<file path="src/hw/rtl/grid_maze_depth_first_solver_top_macros.svh">
// assertion macros for the maze solver
`ifndef GRID_MAZE_DEPTH_FIRST_SOLVER_TOP_MACROS_SVH
`define GRID_MAZE_DEPTH_FIRST_SOLVER_TOP_MACROS_SVH

`ifndef SYNTHESIS

// antecedent and consequent in the same cycle
`define GMDS_ASSERT_SAME(label, clk, rst_n, ante, cons) \
    label: assert property (@(posedge clk) disable iff (!rst_n) (ante) |-> (cons)) \
        else $error("gmds: check failed");

// consequent in the cycle after the antecedent
`define GMDS_ASSERT_NEXT(label, clk, rst_n, ante, cons) \
    label: assert property (@(posedge clk) disable iff (!rst_n) (ante) |=> (cons)) \
        else $error("gmds: check failed");

`else

`define GMDS_ASSERT_SAME(label, clk, rst_n, ante, cons)
`define GMDS_ASSERT_NEXT(label, clk, rst_n, ante, cons)

`endif

`endif

</file>
<file path="src/hw/rtl/gmds_pkg.sv">
package gmds_pkg;

    // operation codes
    localparam logic [1:0] OP_WRITE = 2'd0;
    localparam logic [1:0] OP_READ  = 2'd1;
    localparam logic [1:0] OP_SOLVE = 2'd2;

    // result status codes
    localparam logic [1:0] ST_DONE       = 2'd0;
    localparam logic [1:0] ST_EXITED     = 2'd1;
    localparam logic [1:0] ST_IMPOSSIBLE = 2'd2;
    localparam logic [1:0] ST_OVERFLOW   = 2'd3;

    // configuration register indexes
    localparam logic CFG_ROW_COUNT = 1'b0;
    localparam logic CFG_COL_COUNT = 1'b1;

    localparam int CFG_W = 6;
    localparam logic [CFG_W-1:0] CFG_COUNT_RESET = 6'd32;

    // cell characters
    localparam logic [7:0] CH_EXIT    = 8'h58;
    localparam logic [7:0] CH_ENTRY   = 8'h4E;
    localparam logic [7:0] CH_WALL    = 8'h2B;
    localparam logic [7:0] CH_PASSAGE = 8'h20;
    localparam logic [7:0] CH_VISITED = 8'h2E;

    typedef struct packed {
        logic [1:0] operation;
        logic [4:0] row;
        logic [4:0] col;
        logic [7:0] cell_value;
    } item_t;

    typedef struct packed {
        logic [7:0] read_value;
        logic [1:0] status;
    } result_t;

    // memory port control
    typedef struct packed {
        logic en;
        logic we;
    } mem_ctl_t;

endpackage

</file>
<file path="src/hw/rtl/gmds_ctrl.sv">
module gmds_ctrl #(
    parameter int MAX_ROWS = 32,
    parameter int MAX_COLS = 32,
    parameter int STACK_DEPTH = 4096,
    localparam int RW = $clog2(MAX_ROWS),
    localparam int CW = $clog2(MAX_COLS),
    localparam int ERW = $clog2(MAX_ROWS + 1),
    localparam int ECW = $clog2(MAX_COLS + 1),
    localparam int AW = $clog2(MAX_ROWS * MAX_COLS),
    localparam int SW = $clog2(STACK_DEPTH),
    localparam int EW = RW + CW
) (
    input  logic                clk,
    input  logic                rst_n,
    input  logic                start,
    output logic                busy,
    input  gmds_pkg::item_t     item,
    input  logic [ERW-1:0]      eff_rows,
    input  logic [ECW-1:0]      eff_cols,
    output logic                result_valid,
    output gmds_pkg::result_t   result,
    output gmds_pkg::mem_ctl_t  grid_ctl,
    output logic [AW-1:0]       grid_addr,
    output logic [7:0]          grid_wdata,
    input  logic [7:0]          grid_rdata,
    output gmds_pkg::mem_ctl_t  stack_ctl,
    output logic [SW-1:0]       stack_addr,
    output logic [EW-1:0]       stack_wdata,
    input  logic [EW-1:0]       stack_rdata
);

    import gmds_pkg::*;

    localparam int TW = $clog2(STACK_DEPTH + 1);

    localparam logic [2:0] S_IDLE      = 3'd0;
    localparam logic [2:0] S_SCAN      = 3'd1;
    localparam logic [2:0] S_SCAN_LAST = 3'd2;
    localparam logic [2:0] S_CHECK     = 3'd3;
    localparam logic [2:0] S_NB_ISSUE  = 3'd4;
    localparam logic [2:0] S_NB_EVAL   = 3'd5;
    localparam logic [2:0] S_POP       = 3'd6;
    localparam logic [2:0] S_POP_WAIT  = 3'd7;

    localparam logic [1:0] DIR_UP    = 2'd0;
    localparam logic [1:0] DIR_DOWN  = 2'd1;
    localparam logic [1:0] DIR_LEFT  = 2'd2;
    localparam logic [1:0] DIR_RIGHT = 2'd3;

    // control state
    logic [2:0]    state_reg, state_next;
    logic [TW-1:0] top_reg, top_next;
    logic          pend_valid_reg, pend_valid_next;
    logic          res_valid_reg, res_valid_next;
    logic          is_read_reg, is_read_next;

    // payload state
    logic [1:0]    status_reg, status_next;
    logic [RW-1:0] scan_r_reg, scan_r_next;
    logic [CW-1:0] scan_c_reg, scan_c_next;
    logic [RW-1:0] pend_r_reg, pend_r_next;
    logic [CW-1:0] pend_c_reg, pend_c_next;
    logic          found_n_reg, found_n_next;
    logic          found_x_reg, found_x_next;
    logic [RW-1:0] entry_r_reg, entry_r_next;
    logic [CW-1:0] entry_c_reg, entry_c_next;
    logic [RW-1:0] goal_r_reg, goal_r_next;
    logic [CW-1:0] goal_c_reg, goal_c_next;
    logic [RW-1:0] cur_r_reg, cur_r_next;
    logic [CW-1:0] cur_c_reg, cur_c_next;
    logic [RW-1:0] nb_r_reg, nb_r_next;
    logic [CW-1:0] nb_c_reg, nb_c_next;
    logic [1:0]    nb_sel_reg, nb_sel_next;

    // combinational helpers
    logic          accept;
    logic          in_inside;
    logic [RW-1:0] in_r;
    logic [CW-1:0] in_c;
    logic          ev_found_n, ev_found_x;
    logic [RW-1:0] ev_entry_r, ev_goal_r;
    logic [CW-1:0] ev_entry_c, ev_goal_c;
    logic          nb_ok;
    logic [RW-1:0] nb_r;
    logic [CW-1:0] nb_c;
    logic          at_goal;
    logic          scan_row_end, scan_col_end;
    logic          cell_open;
    logic [TW-1:0] top_dec;

    function automatic logic [AW-1:0] cell_addr(input logic [RW-1:0] r,
                                                 input logic [CW-1:0] c);
        cell_addr = AW'(r) * AW'(MAX_COLS) + AW'(c);
    endfunction

    assign busy      = (state_reg != S_IDLE);
    assign accept    = start && !busy;
    assign in_inside = (32'(item.row) < MAX_ROWS) && (32'(item.col) < MAX_COLS);
    assign in_r      = RW'(item.row);
    assign in_c      = CW'(item.col);
    assign at_goal   = (cur_r_reg == goal_r_reg) && (cur_c_reg == goal_c_reg);
    assign scan_row_end = (ERW'(scan_r_reg) + ERW'(1)) == eff_rows;
    assign scan_col_end = (ECW'(scan_c_reg) + ECW'(1)) == eff_cols;
    assign cell_open = (grid_rdata == CH_PASSAGE) || (grid_rdata == CH_EXIT);
    assign top_dec   = top_reg - TW'(1);

    // entry and exit search on the cell returned by the scan read
    always_comb
    begin
        ev_found_n = found_n_reg;
        ev_found_x = found_x_reg;
        ev_entry_r = entry_r_reg;
        ev_entry_c = entry_c_reg;
        ev_goal_r  = goal_r_reg;
        ev_goal_c  = goal_c_reg;
        if (pend_valid_reg && ((state_reg == S_SCAN) || (state_reg == S_SCAN_LAST)))
        begin
            if (!found_n_reg && (grid_rdata == CH_ENTRY))
            begin
                ev_found_n = 1'b1;
                ev_entry_r = pend_r_reg;
                ev_entry_c = pend_c_reg;
            end
            if (!found_x_reg && (grid_rdata == CH_EXIT))
            begin
                ev_found_x = 1'b1;
                ev_goal_r  = pend_r_reg;
                ev_goal_c  = pend_c_reg;
            end
        end
    end

    // neighbor selection for the current cell
    always_comb
    begin
        nb_ok = 1'b0;
        nb_r  = cur_r_reg;
        nb_c  = cur_c_reg;
        unique case (nb_sel_reg)
            DIR_UP:
            begin
                nb_ok = (cur_r_reg != '0);
                nb_r  = cur_r_reg - RW'(1);
            end
            DIR_DOWN:
            begin
                nb_ok = (ERW'(cur_r_reg) + ERW'(1)) < eff_rows;
                nb_r  = cur_r_reg + RW'(1);
            end
            DIR_LEFT:
            begin
                nb_ok = (cur_c_reg != '0);
                nb_c  = cur_c_reg - CW'(1);
            end
            DIR_RIGHT:
            begin
                nb_ok = (ECW'(cur_c_reg) + ECW'(1)) < eff_cols;
                nb_c  = cur_c_reg + CW'(1);
            end
        endcase
    end

    // sequencer
    always_comb
    begin
        state_next      = state_reg;
        top_next        = top_reg;
        pend_valid_next = 1'b0;
        res_valid_next  = 1'b0;
        is_read_next    = 1'b0;
        status_next     = status_reg;
        scan_r_next     = scan_r_reg;
        scan_c_next     = scan_c_reg;
        pend_r_next     = pend_r_reg;
        pend_c_next     = pend_c_reg;
        found_n_next    = found_n_reg;
        found_x_next    = found_x_reg;
        entry_r_next    = entry_r_reg;
        entry_c_next    = entry_c_reg;
        goal_r_next     = goal_r_reg;
        goal_c_next     = goal_c_reg;
        cur_r_next      = cur_r_reg;
        cur_c_next      = cur_c_reg;
        nb_r_next       = nb_r_reg;
        nb_c_next       = nb_c_reg;
        nb_sel_next     = nb_sel_reg;
        grid_ctl        = '0;
        grid_addr       = cell_addr(cur_r_reg, cur_c_reg);
        grid_wdata      = CH_VISITED;
        stack_ctl       = '0;
        stack_addr      = top_reg[SW-1:0];
        stack_wdata     = {nb_r_reg, nb_c_reg};

        unique case (state_reg)
            S_IDLE:
            begin
                if (accept)
                begin
                    grid_addr  = cell_addr(in_r, in_c);
                    grid_wdata = item.cell_value;
                    if (item.operation == OP_SOLVE)
                    begin
                        top_next     = '0;
                        found_n_next = 1'b0;
                        found_x_next = 1'b0;
                        entry_r_next = '0;
                        entry_c_next = '0;
                        goal_r_next  = '0;
                        goal_c_next  = '0;
                        cur_r_next   = '0;
                        cur_c_next   = '0;
                        scan_r_next  = '0;
                        scan_c_next  = '0;
                        if ((eff_rows == '0) || (eff_cols == '0))
                        begin
                            state_next = S_CHECK;
                        end
                        else
                        begin
                            state_next = S_SCAN;
                        end
                    end
                    else
                    begin
                        // access answers in the next cycle
                        res_valid_next = 1'b1;
                        status_next    = ST_DONE;
                        if (in_inside && (item.operation == OP_WRITE))
                        begin
                            grid_ctl = '{en: 1'b1, we: 1'b1};
                        end
                        if (in_inside && (item.operation == OP_READ))
                        begin
                            grid_ctl     = '{en: 1'b1, we: 1'b0};
                            is_read_next = 1'b1;
                        end
                    end
                end
            end

            S_SCAN:
            begin
                found_n_next    = ev_found_n;
                found_x_next    = ev_found_x;
                entry_r_next    = ev_entry_r;
                entry_c_next    = ev_entry_c;
                goal_r_next     = ev_goal_r;
                goal_c_next     = ev_goal_c;
                grid_ctl        = '{en: 1'b1, we: 1'b0};
                grid_addr       = cell_addr(scan_r_reg, scan_c_reg);
                pend_valid_next = 1'b1;
                pend_r_next     = scan_r_reg;
                pend_c_next     = scan_c_reg;
                if (scan_col_end)
                begin
                    scan_c_next = '0;
                    if (scan_row_end)
                    begin
                        state_next = S_SCAN_LAST;
                    end
                    else
                    begin
                        scan_r_next = scan_r_reg + RW'(1);
                    end
                end
                else
                begin
                    scan_c_next = scan_c_reg + CW'(1);
                end
            end

            S_SCAN_LAST:
            begin
                found_n_next = ev_found_n;
                found_x_next = ev_found_x;
                entry_r_next = ev_entry_r;
                entry_c_next = ev_entry_c;
                goal_r_next  = ev_goal_r;
                goal_c_next  = ev_goal_c;
                cur_r_next   = ev_entry_r;
                cur_c_next   = ev_entry_c;
                state_next   = S_CHECK;
            end

            S_CHECK:
            begin
                if (at_goal)
                begin
                    res_valid_next = 1'b1;
                    status_next    = ST_EXITED;
                    state_next     = S_IDLE;
                end
                else
                begin
                    // mark the current cell visited
                    grid_ctl    = '{en: 1'b1, we: 1'b1};
                    nb_sel_next = DIR_UP;
                    state_next  = S_NB_ISSUE;
                end
            end

            S_NB_ISSUE:
            begin
                grid_addr = cell_addr(nb_r, nb_c);
                if (nb_ok)
                begin
                    grid_ctl   = '{en: 1'b1, we: 1'b0};
                    nb_r_next  = nb_r;
                    nb_c_next  = nb_c;
                    state_next = S_NB_EVAL;
                end
                else if (nb_sel_reg == DIR_RIGHT)
                begin
                    state_next = S_POP;
                end
                else
                begin
                    nb_sel_next = nb_sel_reg + 2'd1;
                end
            end

            S_NB_EVAL:
            begin
                if (cell_open && (top_reg == TW'(STACK_DEPTH)))
                begin
                    res_valid_next = 1'b1;
                    status_next    = ST_OVERFLOW;
                    state_next     = S_IDLE;
                end
                else
                begin
                    if (cell_open)
                    begin
                        stack_ctl = '{en: 1'b1, we: 1'b1};
                        top_next  = top_reg + TW'(1);
                    end
                    if (nb_sel_reg == DIR_RIGHT)
                    begin
                        state_next = S_POP;
                    end
                    else
                    begin
                        nb_sel_next = nb_sel_reg + 2'd1;
                        state_next  = S_NB_ISSUE;
                    end
                end
            end

            S_POP:
            begin
                stack_addr = top_dec[SW-1:0];
                if (top_reg == '0)
                begin
                    res_valid_next = 1'b1;
                    status_next    = ST_IMPOSSIBLE;
                    state_next     = S_IDLE;
                end
                else
                begin
                    stack_ctl  = '{en: 1'b1, we: 1'b0};
                    top_next   = top_dec;
                    state_next = S_POP_WAIT;
                end
            end

            S_POP_WAIT:
            begin
                cur_r_next = stack_rdata[EW-1:CW];
                cur_c_next = stack_rdata[CW-1:0];
                state_next = S_CHECK;
            end
        endcase
    end

    // control registers
    always_ff @(posedge clk or negedge rst_n)
    begin
        if (!rst_n)
        begin
            state_reg      <= S_IDLE;
            top_reg        <= '0;
            pend_valid_reg <= 1'b0;
            res_valid_reg  <= 1'b0;
            is_read_reg    <= 1'b0;
        end
        else
        begin
            state_reg      <= state_next;
            top_reg        <= top_next;
            pend_valid_reg <= pend_valid_next;
            res_valid_reg  <= res_valid_next;
            is_read_reg    <= is_read_next;
        end
    end

    // payload registers
    always_ff @(posedge clk)
    begin
        status_reg  <= status_next;
        scan_r_reg  <= scan_r_next;
        scan_c_reg  <= scan_c_next;
        pend_r_reg  <= pend_r_next;
        pend_c_reg  <= pend_c_next;
        found_n_reg <= found_n_next;
        found_x_reg <= found_x_next;
        entry_r_reg <= entry_r_next;
        entry_c_reg <= entry_c_next;
        goal_r_reg  <= goal_r_next;
        goal_c_reg  <= goal_c_next;
        cur_r_reg   <= cur_r_next;
        cur_c_reg   <= cur_c_next;
        nb_r_reg    <= nb_r_next;
        nb_c_reg    <= nb_c_next;
        nb_sel_reg  <= nb_sel_next;
    end

    // result, read data comes straight from the grid memory output register
    assign result_valid = res_valid_reg;
    always_comb
    begin
        result.read_value = is_read_reg ? grid_rdata : 8'd0;
        result.status     = status_reg;
    end

endmodule

</file>
<file path="config.mk">
export PLATFORM = sky130hd
export DESIGN_NAME = gmds_ctrl
export DESIGN_NICKNAME = d
export VERILOG_FILES = /design/src/hw/rtl/grid_maze_depth_first_solver_top_macros.svh /design/src/hw/rtl/gmds_pkg.sv /design/src/hw/rtl/gmds_ctrl.sv
export SDC_FILE = /design/constraint.sdc
export NUM_CORES = 1
export LEC_CHECK = 0
export BUFFER_PORTS_ARGS = -buffer_cell sky130_fd_sc_hd__buf_2
export CAP_MARGIN = 20
export CORE_ASPECT_RATIO = 1.4
export CORE_MARGIN = 4
export CORE_UTILIZATION = 40
export DETAILED_ROUTE_END_ITERATION = 10
export SYNTH_ARGS = -nofsm -noshare
export SYNTH_HDL_FRONTEND = slang
export SYNTH_SLANG_ARGS = --single-unit
</file>
<file path="constraint.sdc">
create_clock -name clk -period 5.2 [get_ports clk]
set_input_delay 0.78 -clock clk [delete_from_list [all_inputs] [get_ports clk]]
set_output_delay 0.78 -clock clk [all_outputs]
set_load 0.01 [all_outputs]
</file>
==> flow_summary.toml <==
[hold_path]
hp-class = "input pin to async pin"

[timing]
setup_violations = 0
slew_headroom = 0.3990
slew_violations = 0
fin_ws_ns = 1.147
hold_viol = 0
skew_ns = 0.007936
period_share = 0.7795
finalSetupTns_ns = 0
fmaxAchievable_ghz = 0.2467
tightest_slew_ns = 0.9005
fin_hold_ws_ns = 0.3907
fin_crit_ns = 4.053
rsz0062_at_grt = "no"

[floorplan]
rows = 52
die_area_sq_um = 16950
dieHeight_microns = 152.5
chipWidth_microns = 111.2
ioPinCount = 109
core_area_sq_um = 14570
start_util = 0.4092

[place]
dp_hpwl_microns = 12900
io_buffer_count = 108
preCtsSetupSlack_ns = 1.566
globalplace.congestion = 0.8692

[cells_and_area]
insertedDiodeCount = 0
multi_input_area_sq_um = 3203
area_growth_pct = 15.21
layout.nets = 792
largest_reg_flops = 13
drive_above_1_share = 0.1967
fill_cells = 1396
area.sequential_sq_um = 2457

[critical_path]
cp_max_fo = 19
worstSetupEndpointType = "output port"
slowest_delay_ns = 0.66
crit_family = "simple AND/OR/NAND/NOR gates"
crit_buf_inv = 2
cp_slowest_cell = "edfxtp_1"
crit_chain = "nor2b_1, inv_1, ha_1, nor2b_1, o21a_1, or3_1, a21oi_1, xor2_1, a221o_1, buf_2"
crit_arrival_ns = 3.27
crit_type = "flop to output port"
crit_top_cell = "nor2b_1"
reg2reg_slack_ns = 2.12
start_kind = "flop"
required_ns = 4.42

[detailed_routing]
wl_microns = 16690
via_count = 5136
ant_nets = 0
drc = 0
drtPass1Iterations = 5
routedWlPerCell_microns = 18.43
drt_first_iter_violations = 441
via_per_inst = 5.669

[clock_network]
clk_pin_slew_ns = 0.07
cts_buffers = 9
cts_setup_buffers = 0
worstSkewPairLatency_ns = 0.35
cts_tree = "yes"
clock_path_buffers = 2
cts_sinks = 85
htreeDepth = 3
cts_resized = 0
hold_buffers = 0
clockRootBuffer = "clkbuf_16"

[power_and_ir_drop]
powerDensity_nw_per_um2 = 619.0
p_leak_nw = 3.024
peakVddDrop_mv = 0.2369
total_power_w = 0.004253

[synth]
syn_inst = 631
synth_top_area_frac = 0.3324
synthArstFlopShare = 0.2235
synth_common_cells = "edfxtp_1 (66), nor2_1 (52), nand2_1 (47)"
synth-edff-count = 66
syn-num-nets = 711
synth.most_common_cell = "edfxtp_1"
synth_seq_cells = 85
synthTopCellsByArea = "edfxtp_1 (33%), dfrtp_1 (8.0%), ha_1 (5.2%)"
yosys.area.top_type = "edfxtp_1"
syn_area_sq_um = 5963
synth_warnings = 0
ys_types = 69
syn_avg_cell_area_sq_um = 9.450
synth_seq_area_share = 0.4121
synthFlopType = "edfxtp_1"

[global_route]
grt_util_met3 = 0.02225
use_met1 = 0.2303
grt.overflow.total = 0
track_usage = 0.1972
grt_max_degree = 30
grt_util_met2 = 0.3451
grt_busiest_layer = "met2"
antenna_found_initial = 0
grt_pass1_vias = 5228
grt_pass1_wl_microns = 27020

[run]
maxCapViolations = 0

[run_status]
status = "complete, no violations"
per-layer routing:
layer	wire, microns	share of wire
met5	0	0
met4	770	0.046
met3	709	0.042
met2	8698	0.52
met1	6516	0.39
worst register-to-register path, delay by kind of cell, from the launching register on:
kind | cells | cell delay (ns)
buf+inv | 1 | 0.78
flops | 1 | 0.90
simple gates | 3 | 1.13
report_power, final:
group	internal, W	switching, W	total (W)
Sequential	0.00110	0.000407	0.00151
Combinational	0.000867	0.00126	0.00212
Clock	0.000333	0.000286	0.000619
Total	0.00230	0.00195	0.00425
kinds of logic (layout without fill, tap and decap cells):
logic type                 after synthesis  in the layout  synth area share
and+or+nand+nor                        226            226            0.1997
AOI/OAI and AO/OA                      145            145            0.1601
muxes                                   24             24           0.04091
DFF                                     85             85            0.4121
xor gates and xnor gates                52             52           0.07637
buffers and inverters                   72            158           0.05161
adders and majority gates               27             27           0.05917
final cells by class:
type                       instances  share of cell area
tap                              189             0.03442
inverter                          28             0.01530
clock inverter                     6            0.007831
timing repair buffer             114             0.08523
sequential                        85              0.3577
multi-input combinational        474              0.4662
clock buffer                      10             0.03333
per-stage QoR:
stage	utilization	cell area (sq um)	instances
2_1_floorplan	-	5963	631
3_3_place_gp	0.4515	6580	889
3_5_place_dp	0.4515	6580	889
4_1_cts	0.4709	6863	905
5_1_grt	0.4714	6870	906
6_report	0.4714	6870	906
placed cells by master, fill, tap and decap left out, types with 21 or more instances in the layout:
| cell type | synthesis | layout |
|---|---|---|
| o21ai_0 | 24 | 24 |
| inv_1 | 28 | 28 |
| edfxtp_1 | 66 | 66 |
| xnor2_1 | 26 | 26 |
| and2_1 | 25 | 25 |
| xor2_1 | 26 | 26 |
| ha_1 | 25 | 25 |
| a21oi_1 | 29 | 29 |
| nor2_1 | 52 | 52 |
| mux2i_1 | 21 | 21 |
| buf_2 | 15 | 108 |
| nand2_1 | 47 | 47 |
path summary, 6_finish.rpt:
path                          startpoint       endpoint  depth (start not counted)
max                        nb_sel_reg[1]   grid_addr[9]                         10
min                                rst_n     top_reg[8]                          1
max reg2reg                 state_reg[0]  scan_r_reg[3]                          4
min reg2reg                  top_reg[11]    top_reg[11]                          1
max in group asynchronous          rst_n     top_reg[3]                          1
min in group clk             top_reg[11]    top_reg[11]                          1
(Power assumes the default switching activity.)
